===== src/sv/hstpg_pkg.sv =====
// hstpg_pkg: shared types and constants for the hash-seeded thumbnail pixel generator.
// Holds the command codes, the hash request struct, the FNV-1a basis and the /127 helper.
// No dependencies.
`default_nettype none

package hstpg_pkg;

  typedef enum logic [1:0] {
    CMD_CLEAR  = 2'd0,
    CMD_ABSORB = 2'd1,
    CMD_RENDER = 2'd2
  } cmd_t;

  // request from the input stage to the hash register
  typedef struct packed {
    logic       fire;
    logic [1:0] command;
    logic [7:0] text_byte;
  } hash_req_t;

  localparam logic [63:0] FNV_BASIS = 64'd14695981039346656037;

  localparam int DISC_R2      = 23 * 23;
  localparam int SHADE_DIV    = 127;
  localparam int SHADE_BASE   = 70;
  localparam int ACCENT_FLOOR = 80;
  localparam int BG_BASE      = 22;
  localparam int BG_G_OFFSET  = 5;
  localparam int BG_B_OFFSET  = 11;

  localparam int LANE_R_SHIFT = 0;
  localparam int LANE_G_SHIFT = 13;
  localparam int LANE_B_SHIFT = 26;

  // floor(p / 127): p = q0*128 + b = q0*127 + (q0 + b), so at most two corrections
  // while q0 + b < 3*127, which holds for the render products (at most 207*101).
  function automatic logic [7:0] div127(input logic [14:0] p);
    logic [7:0] q0;
    logic [8:0] r;
    q0 = p[14:7];
    r  = {2'b00, p[6:0]} + {1'b0, q0};
    return q0 + 8'(r >= 9'(2 * SHADE_DIV)) + 8'(r >= 9'(SHADE_DIV));
  endfunction

endpackage

`default_nettype wire


===== src/sv/hstpg_hash.sv =====
// hstpg_hash: 64-bit FNV-1a running hash register (clear and absorb).
// Depends on hstpg_pkg for the request struct, command codes and offset basis.
`default_nettype none

module hstpg_hash (
  input  wire logic                 clk,
  input  wire logic                 rst,
  input  wire hstpg_pkg::hash_req_t req,
  output logic [63:0]               hash
);

  logic [63:0] mixed;
  logic [63:0] hash_next;

  // prime = 2^40 + 0x1B3, so the product is a handful of shifted adds
  assign mixed = hash ^ {56'd0, req.text_byte};

  always_comb begin
    hash_next = hash;
    if (req.fire) begin
      case (req.command)
        hstpg_pkg::CMD_CLEAR:  hash_next = hstpg_pkg::FNV_BASIS;
        hstpg_pkg::CMD_ABSORB: hash_next = (mixed << 40) + (mixed << 8) + (mixed << 7)
                                         + (mixed << 5) + (mixed << 4) + (mixed << 1)
                                         + mixed;
        default:               hash_next = hash;
      endcase
    end
  end

  always_ff @(posedge clk) begin
    if (rst) begin
      hash <= hstpg_pkg::FNV_BASIS;
    end else begin
      hash <= hash_next;
    end
  end

endmodule

`default_nettype wire


===== src/sv/hash_seeded_thumbnail_pixel_generator.sv =====
// Hash-seeded thumbnail pixel generator: hash absorb and pixel render, one word per clock
//   unless m_axis stalls. Path: a render word passes the input, product and result registers
//   before it shows on m_axis; clear and absorb retire from the input register.
// Throughput: one word per cycle while m_axis does not stall; the hash update (xor + shift-add
//   by the prime) is a loop through the hash register alone, and it sets this.
// Reset: rst (synchronous) loads the hash with the FNV-1a offset basis and empties all stages.
// Depends on hstpg_pkg and hstpg_hash.
`default_nettype none

module hash_seeded_thumbnail_pixel_generator #(
  parameter int IMAGE_WIDTH  = 64,
  parameter int IMAGE_HEIGHT = 64
) (
  input  wire logic        clk,
  input  wire logic        rst,
  // input stream
  input  wire logic        s_axis_tvalid,
  output logic             s_axis_tready,
  input  wire logic [23:0] s_axis_tdata,  // text_byte[7:0], pixel_x[13:8], pixel_y[19:14], 0
  input  wire logic [1:0]  s_axis_tuser,  // command[1:0]
  // result stream
  output logic             m_axis_tvalid,
  input  wire logic        m_axis_tready,
  output logic [87:0]      m_axis_tdata   // red[7:0], green[15:8], blue[23:16], fingerprint[87:24]
);

  // image center; coordinates are 6 bits, center is at most 128, so 9-bit signed offsets
  localparam int CX = IMAGE_WIDTH / 2;
  localparam int CY = IMAGE_HEIGHT / 2;

  // ---------------------------------------------------------------------------
  // stage 1: input register
  // ---------------------------------------------------------------------------
  logic                in_v;
  hstpg_pkg::cmd_t     in_cmd;
  logic [7:0]          in_byte;
  logic [5:0]          in_x;
  logic [5:0]          in_y;

  logic                in_go;     // word in stage 1 retires this cycle
  logic                mid_v;
  logic                mid_go;
  logic                mid_ready;
  logic                out_v;
  logic                out_ready;
  logic                s_accept;

  // downstream flow: each stage moves when the next one is empty or draining
  assign out_ready     = !out_v || m_axis_tready;
  assign mid_go        = mid_v && out_ready;
  assign mid_ready     = !mid_v || mid_go;
  // only a render needs room downstream; clear, absorb and the unused code retire at once
  assign in_go         = in_v && ((in_cmd != hstpg_pkg::CMD_RENDER) || mid_ready);
  assign s_axis_tready = !in_v || in_go;
  assign s_accept      = s_axis_tvalid && s_axis_tready;

  always_ff @(posedge clk) begin
    if (rst) begin
      in_v <= 1'b0;
    end else if (s_accept) begin
      in_v <= 1'b1;
    end else if (in_go) begin
      in_v <= 1'b0;
    end
  end

  always_ff @(posedge clk) begin
    if (s_accept) begin
      in_cmd  <= hstpg_pkg::cmd_t'(s_axis_tuser);
      in_byte <= s_axis_tdata[7:0];
      in_x    <= s_axis_tdata[13:8];
      in_y    <= s_axis_tdata[19:14];
    end
  end

  // ---------------------------------------------------------------------------
  // running hash; updated in word order as stage 1 retires
  // ---------------------------------------------------------------------------
  hstpg_pkg::hash_req_t hash_req;
  logic [63:0]          hash;

  assign hash_req.fire      = in_go;
  assign hash_req.command   = in_cmd;
  assign hash_req.text_byte = in_byte;

  hstpg_hash u_hash (
    .clk  (clk),
    .rst  (rst),
    .req  (hash_req),
    .hash (hash)
  );

  // ---------------------------------------------------------------------------
  // render, first half: disc test, motif bit, shade, accent products
  // ---------------------------------------------------------------------------
  logic signed [8:0]  dx;
  logic signed [8:0]  dy;
  logic signed [17:0] dx_sq;
  logic signed [17:0] dy_sq;
  logic [15:0]        r2;
  logic               in_disc;
  logic [4:0]         motif_idx;
  logic               motif;
  logic [4:0]         shade_lo;
  logic [6:0]         shade;
  logic [7:0]         accent_r;
  logic [7:0]         accent_g;
  logic [7:0]         accent_b;
  logic [14:0]        prod_r;
  logic [14:0]        prod_g;
  logic [14:0]        prod_b;
  logic [2:0]         stripe;
  logic [4:0]         bg;

  assign dx      = $signed({3'b000, in_x}) - $signed(9'(CX));
  assign dy      = $signed({3'b000, in_y}) - $signed(9'(CY));
  assign dx_sq   = dx * dx;
  assign dy_sq   = dy * dy;
  // squares are at most 128^2, so 15 bits each
  assign r2      = {1'b0, dx_sq[14:0]} + {1'b0, dy_sq[14:0]};
  assign in_disc = r2 < 16'(hstpg_pkg::DISC_R2);

  // (x/8 + 5*(y/8)) mod 32
  assign motif_idx = {2'b00, in_x[5:3]} + {in_y[5:3], 2'b00} + {2'b00, in_y[5:3]};
  assign motif     = hash[motif_idx];

  // (5x + 3y + hash) mod 32, all in five bits
  assign shade_lo = ({in_x[2:0], 2'b00} + in_x[4:0]) + ({in_y[3:0], 1'b0} + in_y[4:0])
                  + hash[4:0];
  assign shade    = 7'(hstpg_pkg::SHADE_BASE) + {2'b00, shade_lo};

  assign accent_r = 8'(hstpg_pkg::ACCENT_FLOOR)
                  + {1'b0, hash[hstpg_pkg::LANE_R_SHIFT +: 7]};
  assign accent_g = 8'(hstpg_pkg::ACCENT_FLOOR)
                  + {1'b0, hash[hstpg_pkg::LANE_G_SHIFT +: 7]};
  assign accent_b = 8'(hstpg_pkg::ACCENT_FLOOR)
                  + {1'b0, hash[hstpg_pkg::LANE_B_SHIFT +: 7]};

  // 207 * 101 max, fits 15 bits
  assign prod_r = accent_r * shade;
  assign prod_g = accent_g * shade;
  assign prod_b = accent_b * shade;

  // striped background base: 22 + ((x + y) mod 8)
  assign stripe = in_x[2:0] + in_y[2:0];
  assign bg     = 5'(hstpg_pkg::BG_BASE) + {2'b00, stripe};

  // ---------------------------------------------------------------------------
  // stage 2: product register (hash snapshot travels with the pixel)
  // ---------------------------------------------------------------------------
  logic        mid_accent;
  logic [14:0] mid_prod_r;
  logic [14:0] mid_prod_g;
  logic [14:0] mid_prod_b;
  logic [4:0]  mid_bg;
  logic [63:0] mid_hash;
  logic        load_mid;

  assign load_mid = in_go && (in_cmd == hstpg_pkg::CMD_RENDER);

  always_ff @(posedge clk) begin
    if (rst) begin
      mid_v <= 1'b0;
    end else if (load_mid) begin
      mid_v <= 1'b1;
    end else if (mid_go) begin
      mid_v <= 1'b0;
    end
  end

  always_ff @(posedge clk) begin
    if (load_mid) begin
      mid_accent <= in_disc && motif;
      mid_prod_r <= prod_r;
      mid_prod_g <= prod_g;
      mid_prod_b <= prod_b;
      mid_bg     <= bg;
      mid_hash   <= hash;
    end
  end

  // ---------------------------------------------------------------------------
  // render, second half: divide by 127 or pick background
  // ---------------------------------------------------------------------------
  logic [7:0] red_next;
  logic [7:0] green_next;
  logic [7:0] blue_next;

  always_comb begin
    if (mid_accent) begin
      red_next   = hstpg_pkg::div127(mid_prod_r);
      green_next = hstpg_pkg::div127(mid_prod_g);
      blue_next  = hstpg_pkg::div127(mid_prod_b);
    end else begin
      red_next   = {3'b000, mid_bg};
      green_next = {3'b000, mid_bg} + 8'(hstpg_pkg::BG_G_OFFSET);
      blue_next  = {3'b000, mid_bg} + 8'(hstpg_pkg::BG_B_OFFSET);
    end
  end

  // ---------------------------------------------------------------------------
  // stage 3: result register
  // ---------------------------------------------------------------------------
  logic [7:0]  out_red;
  logic [7:0]  out_green;
  logic [7:0]  out_blue;
  logic [63:0] out_hash;

  always_ff @(posedge clk) begin
    if (rst) begin
      out_v <= 1'b0;
    end else if (mid_go) begin
      out_v <= 1'b1;
    end else if (m_axis_tready) begin
      out_v <= 1'b0;
    end
  end

  always_ff @(posedge clk) begin
    if (mid_go) begin
      out_red   <= red_next;
      out_green <= green_next;
      out_blue  <= blue_next;
      out_hash  <= mid_hash;
    end
  end

  assign m_axis_tvalid = out_v;
  assign m_axis_tdata  = {out_hash, out_blue, out_green, out_red};

  // ---------------------------------------------------------------------------
  // assertions
  // ---------------------------------------------------------------------------
  // reset leaves the hash at the offset basis
  a_reset_basis: assert property (@(posedge clk) rst |=> (hash == hstpg_pkg::FNV_BASIS))
    else $error("hash not at offset basis after reset");

  // the hash moves only when a word retires from stage 1
  a_hash_hold: assert property (@(posedge clk) disable iff (rst)
    !in_go |=> $stable(hash))
    else $error("hash changed with no word retiring");

  // a retiring render always lands in the product register
  a_render_lands: assert property (@(posedge clk) disable iff (rst)
    load_mid |=> mid_v)
    else $error("render word lost between stages");

  // a blocked product register keeps its pixel's hash and red product
  a_mid_hold: assert property (@(posedge clk) disable iff (rst)
    (mid_v && !out_ready) |=> (mid_v && $stable(mid_hash) && $stable(mid_prod_r)))
    else $error("stalled pixel overwritten");

endmodule

`default_nettype wire

===== config.mk =====
export PLATFORM = sky130hd
export DESIGN_NAME = hash_seeded_thumbnail_pixel_generator
export DESIGN_NICKNAME = d
export VERILOG_FILES = /design/src/sv/hstpg_pkg.sv /design/src/sv/hstpg_hash.sv /design/src/sv/hash_seeded_thumbnail_pixel_generator.sv
export SDC_FILE = /design/constraint.sdc
export NUM_CORES = 2
export LEC_CHECK = 0
export ABC_AREA = 1
export BUFFER_PORTS_ARGS = -buffer_cell sky130_fd_sc_hd__buf_2
export CAP_MARGIN = 40
export CORE_MARGIN = 5
export CORE_UTILIZATION = 25
export CTS_CLUSTER_SIZE = 24
export DETAILED_ROUTE_END_ITERATION = 16
export PLACE_DENSITY = 0.41
export SKIP_CTS_REPAIR_TIMING = 1
export SLEW_MARGIN = 30
export SYNTH_ARGS = -nofsm -noshare
export SYNTH_HDL_FRONTEND = slang
export SYNTH_SLANG_ARGS = --single-unit
export TNS_END_PERCENT = 30

===== constraint.sdc =====
create_clock -name clk -period 11.3 [get_ports clk]
set_clock_uncertainty 0.2 [all_clocks]
set_input_delay 0.565 -clock clk [delete_from_list [all_inputs] [get_ports clk]]
set_output_delay 0.565 -clock clk [all_outputs]
set_load 0.01 [all_outputs]

**Word-level counts from Yosys, hierarchy flattened**

Index checks and enable logic that the tools add are counted.

- Order comparisons: 8
- Muxes and demuxes: 12
- Add/sub/neg operators: 32
- Multipliers: 5
- Bitwise gates (word level): 1
- Reduce and logical (&&, ||, !) cells: 18
- Equality and inequality tests: 3

Operators by type and width:

| kind | count |
|---|---|
| 64-bit adder | 6 |
| 64-bit one-hot mux with 2 select lines | 1 |
| 64-bit by 8-bit bitwise XOR with 64-bit output | 1 |
| 8-bit by 1-bit adder with 8-bit output | 6 |
| 8-bit by 7-bit multiplier with 15-bit output | 3 |
| 7-bit by 7-bit multiplier with 14-bit output | 2 |
| 7-bit by 8-bit adder with 9-bit output | 3 |
| 9-bit by 7-bit greater-or-equal comparator with 1-bit output, second input constant | 3 |
| 9-bit by 8-bit greater-or-equal comparator with 1-bit output, second input constant | 3 |
| 7-bit by 7-bit adder with 8-bit output, first input constant | 3 |
| 5-bit adder | 4 |
| 15-bit by 15-bit adder with 16-bit output | 1 |
| 16-bit by 10-bit less-than comparator with 1-bit output, second input constant | 1 |
| 8-bit two-way mux | 2 |
| 6-bit by 6-bit subtractor with 7-bit output, second input constant | 2 |
| 2-bit nonzero test | 4 |
| 7-bit by 5-bit adder with 7-bit output, first input constant | 1 |
| 5-bit by 7-bit less-than comparator with 1-bit output, second input constant | 1 |
| 1-bit two-way mux | 7 |
| 5-bit by 3-bit adder with 6-bit output, second input constant | 1 |
| 5-bit by 4-bit adder with 6-bit output, second input constant | 1 |
| 3-bit by 5-bit adder with 5-bit output | 1 |
| 5-bit by 3-bit adder with 5-bit output | 1 |
| 5-bit by 3-bit adder with 5-bit output, first input constant | 1 |
| 11 further kinds | 20 |

- Logic and storage cells: 98
- Flip-flop bits (word level): 292
- Input port bits: 30

**Depth between registers and ports, before layout**

- Word-level depth: 9
- Mapped depth: 34

**Cells and area by module**

A second synthesis with hierarchy kept.

- Cell total of the unflattened synthesis: 4085
- Area total of the unflattened synthesis: 33601.0 µm²

By module, submodules not included:

| module | area an instance (µm²) | cells an instance | instances | sequential area each (µm²) |
|---|---|---|---|---|
| hash_seeded_thumbnail_pixel_generator | 18437.7 | 1902 | 1 | 6786.5 |
| hstpg_hash | 15163.3 | 2183 | 1 | 1281.2 |

**Worst setup path before layout**

Ideal clock, no wire load.

- Kind: reg-to-reg
- Start point: register in_x[1]
- End point: register mid_prod_r[14] (data pin)
- Slack: 4.014 ns
- Period minus slack after synthesis: 7.286 ns
- Data required time: 10.844 ns
- Data arrival time: 6.829 ns
- Cell stages (with the launch flop): 35
- Library setup time: 0.256 ns
- Path through: edfxtp_1 clkbuf_1 inv_1 fa_1 inv_1 fa_1 fa_1 ha_1 xnor2_1 xnor2_1 xor2_1 nand2_1 nand2_2 nand2_1 nand2_2 buf_4 nor2_1 fa_1 inv_1 fa_1 inv_1 fa_1 inv_1 fa_1 inv_1 ha_1 inv_1 nor3_1 a21oi_1 o21ai_0 nand2_1 a21boi_0 nor2_1 nand2_1 nand2_1

- Cells in the longest elaborated chain, start to end: 5

RTL lines:

| element | RTL line | text |
|---|---|---|
| start: declaration | hash_seeded_thumbnail_pixel_generator.sv:37 | `logic [5:0] in_x;` |
| start signal: assignment | hash_seeded_thumbnail_pixel_generator.sv:71 | `in_x <= s_axis_tdata[13:8];` |
| 5-bit adder (2 in a row) | hash_seeded_thumbnail_pixel_generator.sv:128 | `assign shade_lo = ({in_x[2:0], 2'b00} + in_x[4:0]) + ({in_y[3:0], 1'b0} + in_y[4:0])` |
| 5-bit adder | hash_seeded_thumbnail_pixel_generator.sv:129 | `+ hash[4:0];` |
| 7-bit by 5-bit adder with 7-bit output | hash_seeded_thumbnail_pixel_generator.sv:130 | `assign shade = 7'(hstpg_pkg::SHADE_BASE) + {2'b00, shade_lo};` |
| 8-bit by 7-bit multiplier with 15-bit output | hash_seeded_thumbnail_pixel_generator.sv:140 | `assign prod_r = accent_r * shade;` |
| via prod_r[14] | hash_seeded_thumbnail_pixel_generator.sv:109 | `logic [14:0] prod_r;` |
| end signal: assignment | hash_seeded_thumbnail_pixel_generator.sv:174 | `mid_prod_r <= prod_r;` |
| end: declaration | hash_seeded_thumbnail_pixel_generator.sv:152 | `logic [14:0] mid_prod_r;` |

The timed path passes the listed nets, and every way through them passes these cells.
A chain may end at the register's enable or synchronous reset.

**Worst setup path in the final report**

Same ends and word-level chain as after synthesis.

==> impl_metrics.csv <==
group,metric,value,unit
synth,syn_area_per_cell,8.683,µm²
synth,synth_top_area_share,25.55,%
synth,yosysSeqAreaShare,25.36,%
sta,final.setup.tns,0,ns
detailed_routing,wl,98750,µm
critical_path,r2r-start,"in_x[1]",
clock_tree,numCtsBuffers,41,
sta,whs,0.04475,ns
synth,synth_edf_count,224,
run_status,outcome,"finished, final reports clean",
detailed_routing,first_pass_iters,6,
cells_and_area,antenna_cells,0,
sta,period_share,70.85,%
job,cap_viol_max_count,0,
sta,tightest_slew,0.8395,ns
clock_tree,cts_max_path_buffers,3,
cells_and_area,synthToLayoutAreaGrowth,13.57,%
synth,yosys.area.top_type,"fa_1",
min_path,holdPathStages,3,
cells_and_area,fillers,13500,
floorplan,fp.dieH,366.7,µm
global_routing,grtUsageMet2,23.64,%
sta,drv_slew,0,
place,io_buffers,115,
critical_path,startpoint_type,"register",
synth,synth.most_common_cell,"nand2_1",
critical_path,end_kind,"register",
floorplan,rows,130,
detailed_routing,dr.first_iter.drc_count,1466,
cells_and_area,nets,4578,
detailed_routing,wl_per_cell,17.92,µm
critical_path,critPathArrivalTime,8.15,ns
min_path,holdPathEnd,"in_v",
floorplan,coreArea,126100,µm²
global_routing,grt_pass1_wl,151400,µm
clock_tree,cts_root_buf,"clkbuf_16",
clock_tree,tritoncts,"done",
global_routing,grt_pass1_vias,24560,
sta,slew-limit-headroom,43.44,%
floorplan,ios,120,
critical_path,r2r_cells,31,
synth,synthTopCellsByCount,"nand2_1 (874), inv_1 (739), fa_1 (406), ha_1 (314), nor2_1 (225)",
global_routing,grt_max_degree,62,
synth,syn_nets,4414,
clock_tree,cts.reportedPaths.clkPinSlew,0.06,ns
global_routing,antenna_found_initial,4,
sta,rsz0062_at_grt,"no",
critical_path,worstPathRequired,11.45,ns
critical_path,max_stage_delay,0.61,ns
place,routabilityCongestion,0.9303,
synth,ys.warnings.count,0,
clock_tree,insertion_delay,0.61,ns
global_routing,grt-ovfl-total,0,
critical_path,worst-path-max-fanout,13,
min_path,hp-start,"s_axis_tvalid",
synth,synth_cell_types,47,
floorplan,fp.dieW,366.7,µm
detailed_routing,route.detailed.drc,0,
floorplan,start_util,25.24,%
critical_path,critPathSlowestCell,"edfxtp_1",
synth,postSynthCellCount,3664,
critical_path,path_class,"reg2reg",
synth,ys_ff_latch,291,
detailed_routing,vias_per_cell,4.360,
critical_path,cp_common_cell,"fa_1",
sta,hold_viol,0,
sta,final-setup-viol-count,0,
critical_path,timing.rr.end,"mid_prod_r[14]",
synth,async_reset_ff_share,0,%
global_routing,met3_usage,2.711,%
synth,synth.area.top_cells,"fa_1 (26%), edfxtp_1 (21%), ha_1 (12%)",
min_path,hold_class,"in2reg",
detailed_routing,vias,24030,
global_routing,busiest_layer,"met2",
global_routing,track_usage,14.68,%
clock_tree,cts_num_sinks,291,
sta,fmax,124.9,MHz
floorplan,die-area,134500,µm²
global_routing,use_met1,20.40,%
detailed_routing,ant_nets,0,
place,dp_hpwl,80540,µm
synth,syn_area,31810,µm²
synth,ys.flop_type,"edfxtp_1",
sta,min_period,8.006,ns
clock_tree,htree_levels,2,
cells_and_area,drive_gt1_share,6.553,%
critical_path,regToRegSetupSlack,3.29,ns
## metrics by stage
step / cells / setup WS [ns] / utilization [%] / cell area [µm²]
2_1_floorplan: 3664 / 4.014 / - / 31810
3_3_place_gp: 5404 / 3.293 / 27.31 / 34420
3_5_place_dp: 5411 / 3.276 / 27.40 / 34540
4_1_cts: 5487 / 3.234 / 28.45 / 35860
5_1_grt: 5511 / 2.645 / 28.66 / 36130
6_report: 5511 / 3.294 / 28.66 / 36130
## cells by family after synthesis
logic type                 after synthesis  synth area share (%)
and+or+nand+nor                       1367                 17.64
buffers and inverters                  794                 9.490
adders and majority gates              720                 37.90
AOI/OAI and AO/OA                      375                 6.364
DFF                                    291                 25.36
xor gates and xnor gates               117                 3.245
## area by class of cell
class	count	area (µm²)	area share (%)
Clock buffer	51	1116	3.089
Sequential cell	291	8082	22.37
Tap cell	1650	2064	5.714
Inverter	748	2813	7.785
Clock inverter	25	209.0	0.5783
Timing Repair Buffer	167	1100	3.044
Multi-Input combinational cell	2579	20750	57.42
## critical path: cells and delay by family (launching register included)
kind / cells / cell delay, ns
flops: 1 / 0.61
simple gates: 9 / 0.94
xor+xnor: 3 / 0.57
buf+inv: 7 / 0.83
fa+ha+maj: 9 / 3.92
compound gates: 3 / 0.68
## sequential cells by signal (all words and copies together) (netlist names), 6 cells and up
signal,count
out_red,8
out_green,8
mid_prod_r,15
out_hash,64
out_blue,8
in_x,6
in_byte,8
mid_hash,64
in_y,6
u_hash.hash,64
mid_prod_g,15
mid_prod_b,15
## layer usage
layer	wire (µm)	up-vias
met3	4625	103
met4	2508	0
met2	44280	424
met1	47340	11630
met5	0	-
li1	-	11870
## cells in the final DEF (no fill, tap or decap), drive strengths merged, types with 68 or more instances in the layout
master / instances
fa: 406
nor2: 227
nand3: 165
ha: 314
o21ai: 97
a21oi: 220
nand2: 877
edfxtp: 224
xor2: 68
buf: 145
inv: 746
## worst max path at each step
stage          cells past startpoint              to  startpoint  slack (ns)
4_1_cts                           31  mid_prod_r[14]     in_x[1]        3.23
3_3_place_gp                      31  mid_prod_r[14]     in_x[1]        3.29
5_1_grt                           32  mid_prod_r[14]     in_x[1]        2.64
3_5_place_dp                      31  mid_prod_r[14]     in_x[1]        3.28
6_report                          31  mid_prod_r[14]     in_x[1]        3.29
2_1_floorplan                     34  mid_prod_r[14]     in_x[1]        4.01
Power is left out: the tool's default activity adds up to more than one toggle a clock period on the data nets, which glitch-free logic cannot reach.
